==> src/hdl/g711c_pkg.sv <==
// Shared types and constants for the G.711 companding core.
package g711c_pkg;

   localparam logic [1:0] ACT_ALAW_ENC = 2'd0;
   localparam logic [1:0] ACT_ALAW_DEC = 2'd1;
   localparam logic [1:0] ACT_ULAW_DEC = 2'd2;

   localparam logic [7:0]  ALAW_XOR_MASK = 8'hD5;
   localparam logic [7:0]  ULAW_BIAS_8   = 8'h84;
   localparam logic [15:0] ULAW_BIAS     = 16'h0084;
   localparam logic [15:0] PCM_MOST_NEG  = 16'h8000;
   localparam logic [14:0] PCM_MAX_MAG   = 15'h7FFF;

   typedef struct packed {
      logic [1:0]         action;
      logic signed [15:0] pcm_sample;
      logic [7:0]         code_byte;
      logic               last_in;
   } g711c_req_type;

   typedef struct packed {
      logic [7:0]         code_out;
      logic signed [15:0] sample_out;
      logic               last_out;
   } g711c_rsp_type;

endpackage

==> src/hdl/g711_alaw_ulaw_codec_core.sv <==
// Top level of the G.711 companding core: input register, companding logic, result register.
// One transaction is accepted per clock while req_ready is high. Each item is held in the input
// register, then its result is loaded into the result register and shows on rsp_valid;
// throughput is one item per cycle while rsp_ready does not stall, set by the single-pass
// companding logic between the two registers. Each item selects A-law encode, A-law decode
// or mu-law decode; an unused action code returns zero code and sample.
// The input register can still take an item while a finished result waits on rsp_ready, so the
// core holds up to two items before req_ready drops.
module g711_alaw_ulaw_codec_core (
   input  logic                      clock,
   input  logic                      reset,
   input  logic                      req_valid,
   output logic                      req_ready,
   input  g711c_pkg::g711c_req_type  req_data,
   output logic                      rsp_valid,
   input  logic                      rsp_ready,
   output g711c_pkg::g711c_rsp_type  rsp_data
);
   import g711c_pkg::*;

   logic          s1_valid_ff, s1_valid_in;
   g711c_req_type s1_item_ff;
   logic          rsp_valid_ff, rsp_valid_in;
   g711c_rsp_type rsp_data_ff;
   g711c_rsp_type s1_result;
   logic          out_free;
   logic          s1_adv;
   logic          req_take;

   g711c_compand u_compand (
      .item   (s1_item_ff),
      .result (s1_result)
   );

   assign out_free     = !rsp_valid_ff || rsp_ready;
   assign s1_adv       = s1_valid_ff && out_free;
   assign req_ready    = !s1_valid_ff || out_free;
   assign req_take     = req_valid && req_ready;
   assign s1_valid_in  = req_take || (s1_valid_ff && !out_free);
   assign rsp_valid_in = s1_adv || (rsp_valid_ff && !rsp_ready);

   always_ff @(posedge clock) begin
      if (reset) begin
         s1_valid_ff  <= 1'b0;
         rsp_valid_ff <= 1'b0;
      end else begin
         s1_valid_ff  <= s1_valid_in;
         rsp_valid_ff <= rsp_valid_in;
      end
   end

   // payload: load on transaction, hold otherwise
   always_ff @(posedge clock) begin
      if (req_take) begin
         s1_item_ff <= req_data;
      end
      if (s1_adv) begin
         rsp_data_ff <= s1_result;
      end
   end

   assign rsp_valid = rsp_valid_ff;
   assign rsp_data  = rsp_data_ff;

   a_stall_blocks_input: assert property (@(posedge clock) disable iff (reset)
      (s1_valid_ff && rsp_valid_ff && !rsp_ready) |-> !req_ready)
      else $error("input taken while both stages are stalled");

   a_last_follows: assert property (@(posedge clock) disable iff (reset)
      s1_adv |=> (rsp_data_ff.last_out == $past(s1_item_ff.last_in)))
      else $error("last flag not carried to the result");

   a_encode_sample_zero: assert property (@(posedge clock) disable iff (reset)
      (s1_adv && (s1_item_ff.action == ACT_ALAW_ENC)) |=> (rsp_data_ff.sample_out == 16'sd0))
      else $error("encode result carries a nonzero sample");

   a_reset_empty: assert property (@(posedge clock)
      reset |=> (!rsp_valid_ff && !s1_valid_ff))
      else $error("pipeline not empty after reset");

endmodule

==> src/hdl/g711c_compand.sv <==
// Combinational A-law encode, A-law decode and mu-law decode for one item.
module g711c_compand (
   input  g711c_pkg::g711c_req_type item,
   output g711c_pkg::g711c_rsp_type result
);
   import g711c_pkg::*;

   logic [15:0] raw;
   logic        enc_neg;
   logic [14:0] enc_mag;
   logic [2:0]  enc_seg;
   logic [3:0]  enc_shift;
   logic [14:0] enc_shifted;
   logic [7:0]  enc_code;

   logic [7:0]  a_v;
   logic [2:0]  a_seg;
   logic [8:0]  a_base;
   logic [2:0]  a_shift;
   logic [14:0] a_mag;
   logic [15:0] a_sample;

   logic [7:0]  u_v;
   logic [2:0]  u_seg;
   logic [7:0]  u_base;
   logic [14:0] u_t;
   logic [15:0] u_sample;

   // A-law encode: saturate the most negative sample instead of wrapping
   assign raw     = item.pcm_sample;
   assign enc_neg = raw[15];

   always_comb begin
      logic [15:0] neg_raw;
      neg_raw = 16'd0 - raw;
      if (!enc_neg) begin
         enc_mag = raw[14:0];
      end else if (raw == PCM_MOST_NEG) begin
         enc_mag = PCM_MAX_MAG;
      end else begin
         enc_mag = neg_raw[14:0];
      end
   end

   // leading-one search over bits 14..8
   always_comb begin
      if (enc_mag[14]) begin
         enc_seg = 3'd7;
      end else if (enc_mag[13]) begin
         enc_seg = 3'd6;
      end else if (enc_mag[12]) begin
         enc_seg = 3'd5;
      end else if (enc_mag[11]) begin
         enc_seg = 3'd4;
      end else if (enc_mag[10]) begin
         enc_seg = 3'd3;
      end else if (enc_mag[9]) begin
         enc_seg = 3'd2;
      end else if (enc_mag[8]) begin
         enc_seg = 3'd1;
      end else begin
         enc_seg = 3'd0;
      end
   end

   assign enc_shift   = (enc_seg == 3'd0) ? 4'd4 : ({1'b0, enc_seg} + 4'd3);
   assign enc_shifted = enc_mag >> enc_shift;
   assign enc_code    = {enc_neg, enc_seg, enc_shifted[3:0]} ^ ALAW_XOR_MASK;

   // A-law decode
   assign a_v      = item.code_byte ^ ALAW_XOR_MASK;
   assign a_seg    = a_v[6:4];
   assign a_base   = {(a_seg != 3'd0), a_v[3:0], 4'b1000};
   assign a_shift  = (a_seg > 3'd1) ? (a_seg - 3'd1) : 3'd0;
   assign a_mag    = {6'd0, a_base} << a_shift;
   assign a_sample = a_v[7] ? (16'd0 - {1'b0, a_mag}) : {1'b0, a_mag};

   // mu-law decode: biased segment value, bias removed after the shift
   assign u_v      = ~item.code_byte;
   assign u_seg    = u_v[6:4];
   assign u_base   = {1'b0, u_v[3:0], 3'b000} + ULAW_BIAS_8;
   assign u_t      = {7'd0, u_base} << u_seg;
   assign u_sample = u_v[7] ? (ULAW_BIAS - {1'b0, u_t}) : ({1'b0, u_t} - ULAW_BIAS);

   always_comb begin
      result.code_out   = 8'd0;
      result.sample_out = 16'sd0;
      result.last_out   = item.last_in;
      case (item.action)
         ACT_ALAW_ENC: result.code_out   = enc_code;
         ACT_ALAW_DEC: result.sample_out = $signed(a_sample);
         ACT_ULAW_DEC: result.sample_out = $signed(u_sample);
         default:      result.code_out   = 8'd0;
      endcase
   end

endmodule
==> config.mk <==
export PLATFORM = sky130hd
export DESIGN_NAME = g711_alaw_ulaw_codec_core
export DESIGN_NICKNAME = d
export VERILOG_FILES = /design/src/hdl/g711c_pkg.sv /design/src/hdl/g711_alaw_ulaw_codec_core.sv /design/src/hdl/g711c_compand.sv
export SDC_FILE = /design/constraint.sdc
export NUM_CORES = 1
export LEC_CHECK = 0
export ABC_AREA = 1
export ABC_CLOCK_PERIOD_IN_PS = 2950
export BUFFER_PORTS_ARGS = -buffer_cell sky130_fd_sc_hd__clkbuf_2
export CORE_MARGIN = 3
export CORE_UTILIZATION = 44
export DETAILED_ROUTE_END_ITERATION = 10
export PLACE_DENSITY_LB_ADDON = 0.3
export RECOVER_POWER = 100
export SYNTH_ARGS = -nofsm -noshare
export SYNTH_HDL_FRONTEND = slang
export SYNTH_SLANG_ARGS = --single-unit
==> constraint.sdc <==
create_clock -name clock -period 2.95 [get_ports clock]
set_input_delay 0.4425 -clock clock [delete_from_list [all_inputs] [get_ports clock]]
set_output_delay 0.4425 -clock clock [all_outputs]
set_load 0.005 [all_outputs]
# Word-level counts from Yosys, hierarchy flattened
# Index checks and enable logic that the tools add are counted.
# word_totals
register_bits	54
out_inout_bits	27
word_cells	55
input_bits	31
# op_classes
eq_ne	3
n_bitwise	3
muxes	14
order_cmp	1
addsub	7
reduce_logical	15
shifts	3
# op_table
operator	count
two-way mux 16 bit	2
one-hot mux 16 bit (2 select lines)	1
two-way mux 15 bit	2
two-way mux 3 bit	7
== test 16 bit (second input constant)	1
subtractor 1 x 15 -> 16 bit (first input constant)	1
subtractor 15 x 8 -> 16 bit (second input constant)	1
subtractor 8 x 15 -> 16 bit (first input constant)	1
left shift 8 x 3 -> 15 bit	1
left shift 9 x 3 -> 15 bit	1
>> shifter 15 x 4 -> 4 bit	1
subtractor 1 x 15 -> 15 bit (first input constant)	1
NOT 5 bit	2
adder 7 x 8 -> 8 bit (second input constant)	1
NOT 8 bit	1
adder 3 x 2 -> 4 bit (second input constant)	1
logical AND 1 bit	4
logical NOT 1 bit	4
logical OR 1 bit	4
two-way mux 4 bit	1
greater-than comparator 3 x 1 -> 1 bit (second input constant)	1
logical NOT 3 bit	1
nonzero test 3 bit	1
subtractor 3 x 1 -> 3 bit (second input constant)	1
4 further kinds	4

# Logic depth before layout (Yosys ltp)
# Gate-level depths: netlist (run 1).
# logic_depth
ltp_word	14
mapped_depth	20
mapped_depth_nobuf	20

# By module
# Synthesis (run 1) repeated with hierarchy kept, for this count alone.
# unflattened
hier_cells	516
hier_area_um2	3971.3
# by_module_without_submodules
module	seq_area_each_um2	area_each_um2	cells_each	n_inst
g711c_compand	0.0	2318.5	452	1
g711_alaw_ulaw_codec_core	1601.5	1652.8	64	1

# Least setup slack after synthesis (run 1)
# Ideal clock, no wire load.
# synth_path
path_type	reg-to-reg
start	register s1_item_ff[5] in the netlist's numbering
end	register rsp_data_ff (netlist bit rsp_data[13]) (data pin)
arrival_time_ns	2.162
setup_ns	0.270
stages_incl_launch_ff	18
path_slack_ns	0.517
path_buffers	1
required_ns	2.680
period_less_slack_ns	2.433
cell_sequence	edfxtp_1 buf_2 inv_2 ha_1 nand2_1 inv_2 or2_1 o21ai_1 or2_4 nand3_1 inv_1 nand2_1 inv_1 nand2_1 nand2_1 o21ai_0 nand3_1 a21oi_1
# synth_via
elab_chain_cells	7
word_cells_on_any_way	14
classes_between	4 x add/sub; 1 x order compare; 2 x shift; 4 x mux; 2 x bitwise; 1 x reduce/logical
# synth_lines
item	line	text
start: declaration	g711_alaw_ulaw_codec_core.sv:22	g711c_req_type s1_item_ff;
start signal: assignment	g711_alaw_ulaw_codec_core.sv:55	s1_item_ff <= req_data;
NOT 5 bit (no source line)	--	
subtractor 3 x 1 -> 3 bit or greater-than comparator 3 x 1 -> 1 bit (tied branches)	g711c_compand.sv:74	assign a_shift = (a_seg > 3'd1) ? (a_seg - 3'd1) : 3'd0;
two-way mux 3 bit	g711c_compand.sv:74	
left shift 9 x 3 -> 15 bit	g711c_compand.sv:75	assign a_mag = {6'd0, a_base} << a_shift;
subtractor 1 x 15 -> 16 bit	g711c_compand.sv:76	assign a_sample = a_v[7] ? (16'd0 - {1'b0, a_mag}) : {1'b0, a_mag};
two-way mux 16 bit	g711c_compand.sv:76	
one-hot mux 16 bit (2 select lines) *	g711c_compand.sv:89	case (item.action)
end signal: assignment	g711_alaw_ulaw_codec_core.sv:58	rsp_data_ff <= s1_result;
end: declaration	g711_alaw_ulaw_codec_core.sv:24	g711c_rsp_type rsp_data_ff;
# Mark *: on every way between the ends. The rest lies on a longest branch, timed or not.
# A chain may end at the register's enable or synchronous reset.

# Worst setup path after layout (run 1)
# layout_path
start	register s1_item_ff[5] in the netlist's numbering
end	register rsp_data_ff (netlist bit rsp_data[12]) (data pin)
# The elaborated chain is that of the path after synthesis.

==> flow_metrics.env, run 1 <==
export IMPL_fmax_mhz=367
export IMPL_layout_cells_excl_fill=691
export IMPL_synthToLayoutAreaGrowth_pct=13.7
export IMPL_synth_ff_type="sky130_fd_sc_hd__edfxtp_1"
export IMPL_synth_distinct_cells=49
export IMPL_worst_path_max_fanout=5
export IMPL_floorplan_die_area_mm2=0.00999
export IMPL_cts_hold_buf=0
export IMPL_worstPathArrival_ps=2760
export IMPL_synth_xor_xnor_area_share=0.00226
export IMPL_synth_area_mux_share=0.00258
export IMPL_synth_fa_ha_area_frac=0.0322
export IMPL_global_route_usage_met2=0.306
export IMPL_worst_slew_margin_rel=0.0961
export IMPL_finalNetCount=626
export IMPL_cts_num_sinks=52
export IMPL_grt_pass1_wl_um=14800
export IMPL_crit_path_end_kind="flop"
export IMPL_nature_of_the_critical_path_startpoint="flop"
export IMPL_synth_enable_flop_cells=50
export IMPL_rrSetupSlack_ps=230
export IMPL_cts_htree_levels=2
export IMPL_drv_slew=0
export IMPL_crit_path_top_delay_cell="sky130_fd_sc_hd__edfxtp_1"
export IMPL_worst_slew_pin_transition_ps=1360
export IMPL_met3_usage=0.0341
export IMPL_timing_hold_violations_final=0
export IMPL_synthSimpleGateAreaFrac=0.339
export IMPL_groute_layer_met1_usage=0.239
export IMPL_finish_utilization=0.527
export IMPL_post_synthesis_cells=519
export IMPL_finalClockSkew_ps=8.60
export IMPL_synth_top_family_by_area="simple AND/OR/NAND/NOR gates"
export IMPL_grt_overflow_total=0
export IMPL_mostFrequentLayoutCells="sky130_fd_sc_hd__nand2_1 (138), sky130_fd_sc_hd__inv_1 (61), sky130_fd_sc_hd__nand3_1 (54)"
export IMPL_antenna_cells_inserted=0
export IMPL_synthesis_yosys_warnings=0
export IMPL_detailedPlacementHpwl_um=6850
export IMPL_gp_congestion=0.930
export IMPL_p_leak_uw=0.00209
export IMPL_ir_drop_v=0.000247
export IMPL_placed_cells=670
export IMPL_worst_path_largest_cell_delay_ps=410
export IMPL_drt_drc_violations_left=0
export IMPL_fillers=812
export IMPL_post_synth_cell_area_avg_um2=7.48
export IMPL_layout_min_cycle_time_ps=2720
export IMPL_floorplan_initialDensity=0.463
export IMPL_grt_usage=0.180
export IMPL_place_port_buffers=55
export IMPL_setup_violations_final=0
export IMPL_first_global_vias=3274
export IMPL_synth_seq_area_share=0.397
export IMPL_die_h_um=100
export IMPL_worstPathCellList="buf_4 -> clkbuf_1 -> ha_1 -> or2_2 -> o21ai_0 -> inv_1 -> nor3_2 -> clkbuf_1 -> nor2_1 -> o21ai_0 -> nand2_1 -> o21ai_0 -> a21oi_1"
export IMPL_grt_max_degree=24
export IMPL_die_x_um=100
export IMPL_vias_per_cell=5.15
export IMPL_cts_buffers=5
export IMPL_period_share=0.923
export IMPL_antenna_found_initial=0
export IMPL_fp_coreArea_mm2=0.00838
export IMPL_crit_required_ps=2990
export IMPL_compound_cell_area_share_of_the_yosys_netlist=0.135
export IMPL_path_common_cell="sky130_fd_sc_hd__o21ai_0"
export IMPL_drtAntennaViolNets=0
export IMPL_hold_wc_path_type="in2reg"
export IMPL_cts_tree="built"
export IMPL_finalWirelength_um=8900
export IMPL_yosys_register_bits=52
export IMPL_setup_tns_ps=0
export IMPL_clock_root_buffer="sky130_fd_sc_hd__clkbuf_8"
export IMPL_maxCapViolations=0
export IMPL_io_pins=58
export IMPL_synthesis_area_mm2=0.00388
export IMPL_drt_pass1_iter_count=5
export IMPL_drt_first_iter_violations=241
export IMPL_synth_async_reset_ratio=0
export IMPL_share_of_cells_above_drive_strength_1=0.196
export IMPL_cellPowerDensity_mw_per_mm2=419
export IMPL_clk_insertion_delay_late_ps=310
export IMPL_layout_cells_most_common="sky130_fd_sc_hd__nand2_1"
export IMPL_clk_pin_slew_ps=100
export IMPL_cts_path_max_buffers=2
export IMPL_fp_row_count=33
export IMPL_gr_peak_layer="met2"
export IMPL_num_vias=3558
export IMPL_setup_repair_after_global_routing_missed_its_margin="no"
export IMPL_outcome="finished clean"
export IMPL_drt_wirelength_per_cell_um=12.9
export IMPL_criticalPathCategory="reg2reg"
## power breakdown
part	internal, uW	leakage, uW	switching (uW)
Sequential	859	0.000509	25.9
Combinational	190	0.00153	359
Clock	171	0.0000485	247
## per-stage QoR
stage | cell area [um2] | power [uW] | hold slack, ps | setup slack (ps)
2_1_floorplan | 3890 | 1300 | 400 | 517
3_5_place_dp | 4250 | 1430 | 433 | 239
5_1_grt | 4420 | 1990 | 274 | 3.47
4_1_cts | 4340 | 1850 | 288 | 207
3_3_place_gp | 4250 | 1420 | 400 | 297
6_report | 4420 | 1850 | 300 | 227
## path summary, 6_finish.rpt
path,startpoint,to,cells past startpoint
worst max-delay path,s1_item_ff[5]$_DFFE_PP_,rsp_data[12]$_SDFFCE_PN0P_,13
worst min-delay path,reset,rsp_valid$_SDFF_PP0_,2
worst max register to register,s1_item_ff[5]$_DFFE_PP_,rsp_data[12]$_SDFFCE_PN0P_,13
worst min register to register,s1_item_ff[0]$_DFFE_PP_,rsp_data[0]$_DFFE_PP_,0
## critical path, delay by kind of cell (launching register included)
family / cells / cell delay, ps
AO/OA/AOI/OAI: 4 / 630
AND/OR/NAND/NOR: 4 / 600
buffers and inverters: 4 / 590
flip-flops: 1 / 410
adder cells (fa/ha/maj): 1 / 230
## sequential cells by signal, indices dropped and copies added (netlist names)
signal	flops
rsp_data	23
rsp_valid	1
s1_item_ff	27
s1_valid_ff	1
## cell families (layout without fill, tap and decap cells)
kind of cell	after synthesis	in the layout
xor+xnor	1	1
compound gates	92	92
mux	1	1
other cells	1	2
simple gates	275	275
flops	52	52
fa+ha+maj	10	10
buf+inv	87	153
## layout make-up
| class | count | area [um2] | share of cell area |
|---|---|---|---|
| repair buffers | 73 | 383 | 0.0867 |
| clock inverters | 3 | 22.5 | 0.00510 |
| flip-flops and latches | 52 | 1540 | 0.349 |
| multi-input cells | 381 | 2000 | 0.452 |
| clock buffers | 5 | 68.8 | 0.0156 |
| well taps | 105 | 131 | 0.0297 |
| inverters | 72 | 273 | 0.0618 |
## what timing repair did
item | CTS | global route
endpoints found under the setup margin | 0 | 6
setup buffers | 0 | 13
gates resized for setup | 0 | 4
## synth_stat cells, types with 2 or more instances
library cell / number / area (um2)
sky130_fd_sc_hd__a21boi_1: 2 / 15.0
sky130_fd_sc_hd__a21oi_1: 31 / 155
sky130_fd_sc_hd__a21oi_4: 2 / 32.5
sky130_fd_sc_hd__buf_2: 3 / 15.0
sky130_fd_sc_hd__buf_4: 4 / 30.0
sky130_fd_sc_hd__clkbuf_1: 6 / 22.5
sky130_fd_sc_hd__dfxtp_1: 2 / 40.0
sky130_fd_sc_hd__edfxtp_1: 50 / 1500
sky130_fd_sc_hd__ha_1: 10 / 125
sky130_fd_sc_hd__inv_1: 60 / 225
sky130_fd_sc_hd__inv_2: 11 / 41.3
sky130_fd_sc_hd__nand2_1: 139 / 522
sky130_fd_sc_hd__nand2_2: 8 / 50.1
sky130_fd_sc_hd__nand3_1: 54 / 270
sky130_fd_sc_hd__nand3_2: 5 / 50.1
sky130_fd_sc_hd__nand3b_1: 3 / 22.5
sky130_fd_sc_hd__nand4_1: 6 / 37.5
sky130_fd_sc_hd__nor2_1: 32 / 120
sky130_fd_sc_hd__nor2_2: 3 / 18.8
sky130_fd_sc_hd__nor2_4: 4 / 45.0
sky130_fd_sc_hd__nor3_1: 6 / 30.0
sky130_fd_sc_hd__nor3_2: 2 / 20.0
sky130_fd_sc_hd__nor4_1: 2 / 12.5
sky130_fd_sc_hd__o211ai_1: 3 / 22.5
sky130_fd_sc_hd__o21ai_0: 34 / 170
sky130_fd_sc_hd__o21ai_1: 11 / 55.1
sky130_fd_sc_hd__or2_2: 4 / 25.0
## metal layers
metal / vias to the layer above / routed length, um
li1: 1857 / -
met1: 1584 / 4050
met2: 109 / 4260
met3: 8 / 479
met4: 0 / 102
met5: - / 0
No activity file was read; power rests on OpenSTA's default activity.
==> run 2, diff against run 1 <==
--- a/config.mk
+++ b/config.mk
@@ -11,7 +11,7 @@
 export CORE_MARGIN = 3
 export CORE_UTILIZATION = 44
 export DETAILED_ROUTE_END_ITERATION = 10
-export PLACE_DENSITY_LB_ADDON = 0.3
+export PLACE_DENSITY = 0.68
 export RECOVER_POWER = 100
 export SYNTH_ARGS = -nofsm -noshare
 export SYNTH_HDL_FRONTEND = slang
==> run 2 against run 1 <==
Compared with the run above: utilization is 0.58 points lower; worst setup slack worse by 80 ps; clock power hardly changed; power is 0.81% lower; critical endpoint is now rsp_data[9]$_SDFFCE_PN0P_.
==> flow_metrics.env, run 2 (synthesized netlist as in run 1, its figures left out) <==
export IMPL_mostFrequentLayoutCells="sky130_fd_sc_hd__nand2_1 (140), sky130_fd_sc_hd__inv_1 (60), sky130_fd_sc_hd__nand3_1 (54)"
export IMPL_floorplan_die_area_mm2=0.00999
export IMPL_path_common_cell="sky130_fd_sc_hd__nand2_1"
export IMPL_grt_max_degree=24
export IMPL_worstPathCellList="buf_4 -> nand2_1 -> o21ai_0 -> o21ai_0 -> nand2_1 -> nand2_1 -> inv_1 -> o22ai_1 -> a21oi_1 -> or2_2 -> nand3_1 -> a21oi_1"
export IMPL_drt_wirelength_per_cell_um=12.5
export IMPL_first_global_vias=3257
export IMPL_grt_usage=0.180
export IMPL_worst_slew_pin_transition_ps=1340
export IMPL_largest_reg_flops=27
export IMPL_floorplan_initialDensity=0.463
export IMPL_worst_path_max_fanout=7
export IMPL_clock_root_buffer="sky130_fd_sc_hd__clkbuf_8"
export IMPL_die_h_um=100
export IMPL_layout_min_cycle_time_ps=2800
export IMPL_drt_first_iter_violations=203
export IMPL_cts_tree="built"
export IMPL_cellPowerDensity_mw_per_mm2=420
export IMPL_finalClockSkew_ps=8.99
export IMPL_antenna_found_initial=0
export IMPL_grt_overflow_total=0
export IMPL_fillers=834
export IMPL_antenna_cells_inserted=0
export IMPL_grt_pass1_wl_um=14700
export IMPL_worst_path_largest_cell_delay_ps=520
export IMPL_worst_slew_margin_rel=0.105
export IMPL_drv_slew=0
export IMPL_nature_of_the_critical_path_startpoint="flop"
export IMPL_p_leak_uw=0.00206
export IMPL_synthToLayoutAreaGrowth_pct=12.5
export IMPL_cts_htree_levels=2
export IMPL_setup_violations_final=0
export IMPL_cts_buffers=5
export IMPL_fp_row_count=33
export IMPL_drtAntennaViolNets=0
export IMPL_worstPathArrival_ps=2850
export IMPL_maxCapViolations=0
export IMPL_fmax_mhz=357
export IMPL_outcome="finished clean"
export IMPL_io_pins=58
export IMPL_finalNetCount=620
export IMPL_period_share=0.950
export IMPL_share_of_cells_above_drive_strength_1=0.188
export IMPL_drt_pass1_iter_count=7
export IMPL_power_uw=1840
export IMPL_cts_path_max_buffers=2
export IMPL_layout_cells_most_common="sky130_fd_sc_hd__nand2_1"
export IMPL_crit_path_end_kind="flop"
export IMPL_fp_coreArea_mm2=0.00838
export IMPL_detailedPlacementHpwl_um=6700
export IMPL_num_vias=3522
export IMPL_ir_drop_v=0.000245
export IMPL_crit_required_ps=3000
export IMPL_hold_wc_path_type="in2reg"
export IMPL_placed_cells=671
export IMPL_clk_pin_slew_ps=90
export IMPL_criticalPathCategory="reg2reg"
export IMPL_rrSetupSlack_ps=150
export IMPL_gp_congestion=0.924
export IMPL_drt_drc_violations_left=0
export IMPL_timing_hold_violations_final=0
export IMPL_finalWirelength_um=8580
export IMPL_registers_top_by_ff_count="s1_item_ff"
export IMPL_vias_per_cell=5.14
export IMPL_clk_insertion_delay_late_ps=320
export IMPL_die_x_um=100
export IMPL_cts_num_sinks=52
export IMPL_place_port_buffers=55
export IMPL_layout_cells_excl_fill=685
export IMPL_crit_path_top_delay_cell="sky130_fd_sc_hd__edfxtp_1"
[run 2: changes by cell type in the layout (fill, tap and decap cells not counted), sizes merged]
cell	change
clkinv	-1
buf	-2
clkbuf	-3
clkinvlp	+1
dlymetal6s2s	-1
[run 2: power by group]
group          internal, uW  leakage [uW]  switching [uW]
Clock                   169     0.0000445             245
Combinational           185       0.00150             350
Sequential              859      0.000509            28.1
[run 2: repair_timing]
action / in CTS / in global routing
buffers inserted: 0 / 6
resized for setup: 0 / 0
endpoints found under the setup margin: 0 / 6
hold buffers: 0 / 0
[run 2: area by class of cell]
| cell class | instances | area [um2] | share of cell area |
|---|---|---|---|
| multi-input cells | 381 | 1990 | 0.455 |
| flip-flops and latches | 52 | 1540 | 0.353 |
| repair buffers | 67 | 344 | 0.0788 |
| inverters | 72 | 273 | 0.0624 |
| well taps | 105 | 131 | 0.0301 |
| clock buffers | 5 | 68.8 | 0.0158 |
| clock inverters | 3 | 21.3 | 0.00487 |
[run 2: path summary, 6_finish.rpt]
check	from	end	depth (start not counted)
setup reg to reg	s1_item_ff[5]$_DFFE_PP_	rsp_data[9]$_SDFFCE_PN0P_	12
hold / removal	reset	rsp_valid$_SDFF_PP0_	2
hold reg to reg	s1_item_ff[0]$_DFFE_PP_	rsp_data[0]$_DFFE_PP_	0
setup / recovery	s1_item_ff[5]$_DFFE_PP_	rsp_data[9]$_SDFFCE_PN0P_	12
[run 2: through the flow]
stage	hold WS [ps]	TNS, ps	utilization	instance area (um2)	worst slack [ps]
6_report	291	0	0.521	4370	148
5_1_grt	270	-20.8	0.521	4370	-20.8
4_1_cts	277	0	0.519	4350	245
3_5_place_dp	418	0	0.508	4260	270
3_3_place_gp	403	0	0.508	4260	338
2_1_floorplan	400	0	-	3890	517
[run 2: critical path, delay by kind of cell (launching register included)]
family | cells | cell delay [ps]
compound gates | 5 | 960
simple gates | 5 | 760
flops | 1 | 520
buf+inv | 2 | 300
[run 2: routing by layer]
metal	share of wire	wire (um)	global-route usage
met3	0.057	488	0.0299
met1	0.46	3920	0.229
met5	0	0	0
met4	0.016	141	0.0557
met2	0.47	4030	0.312
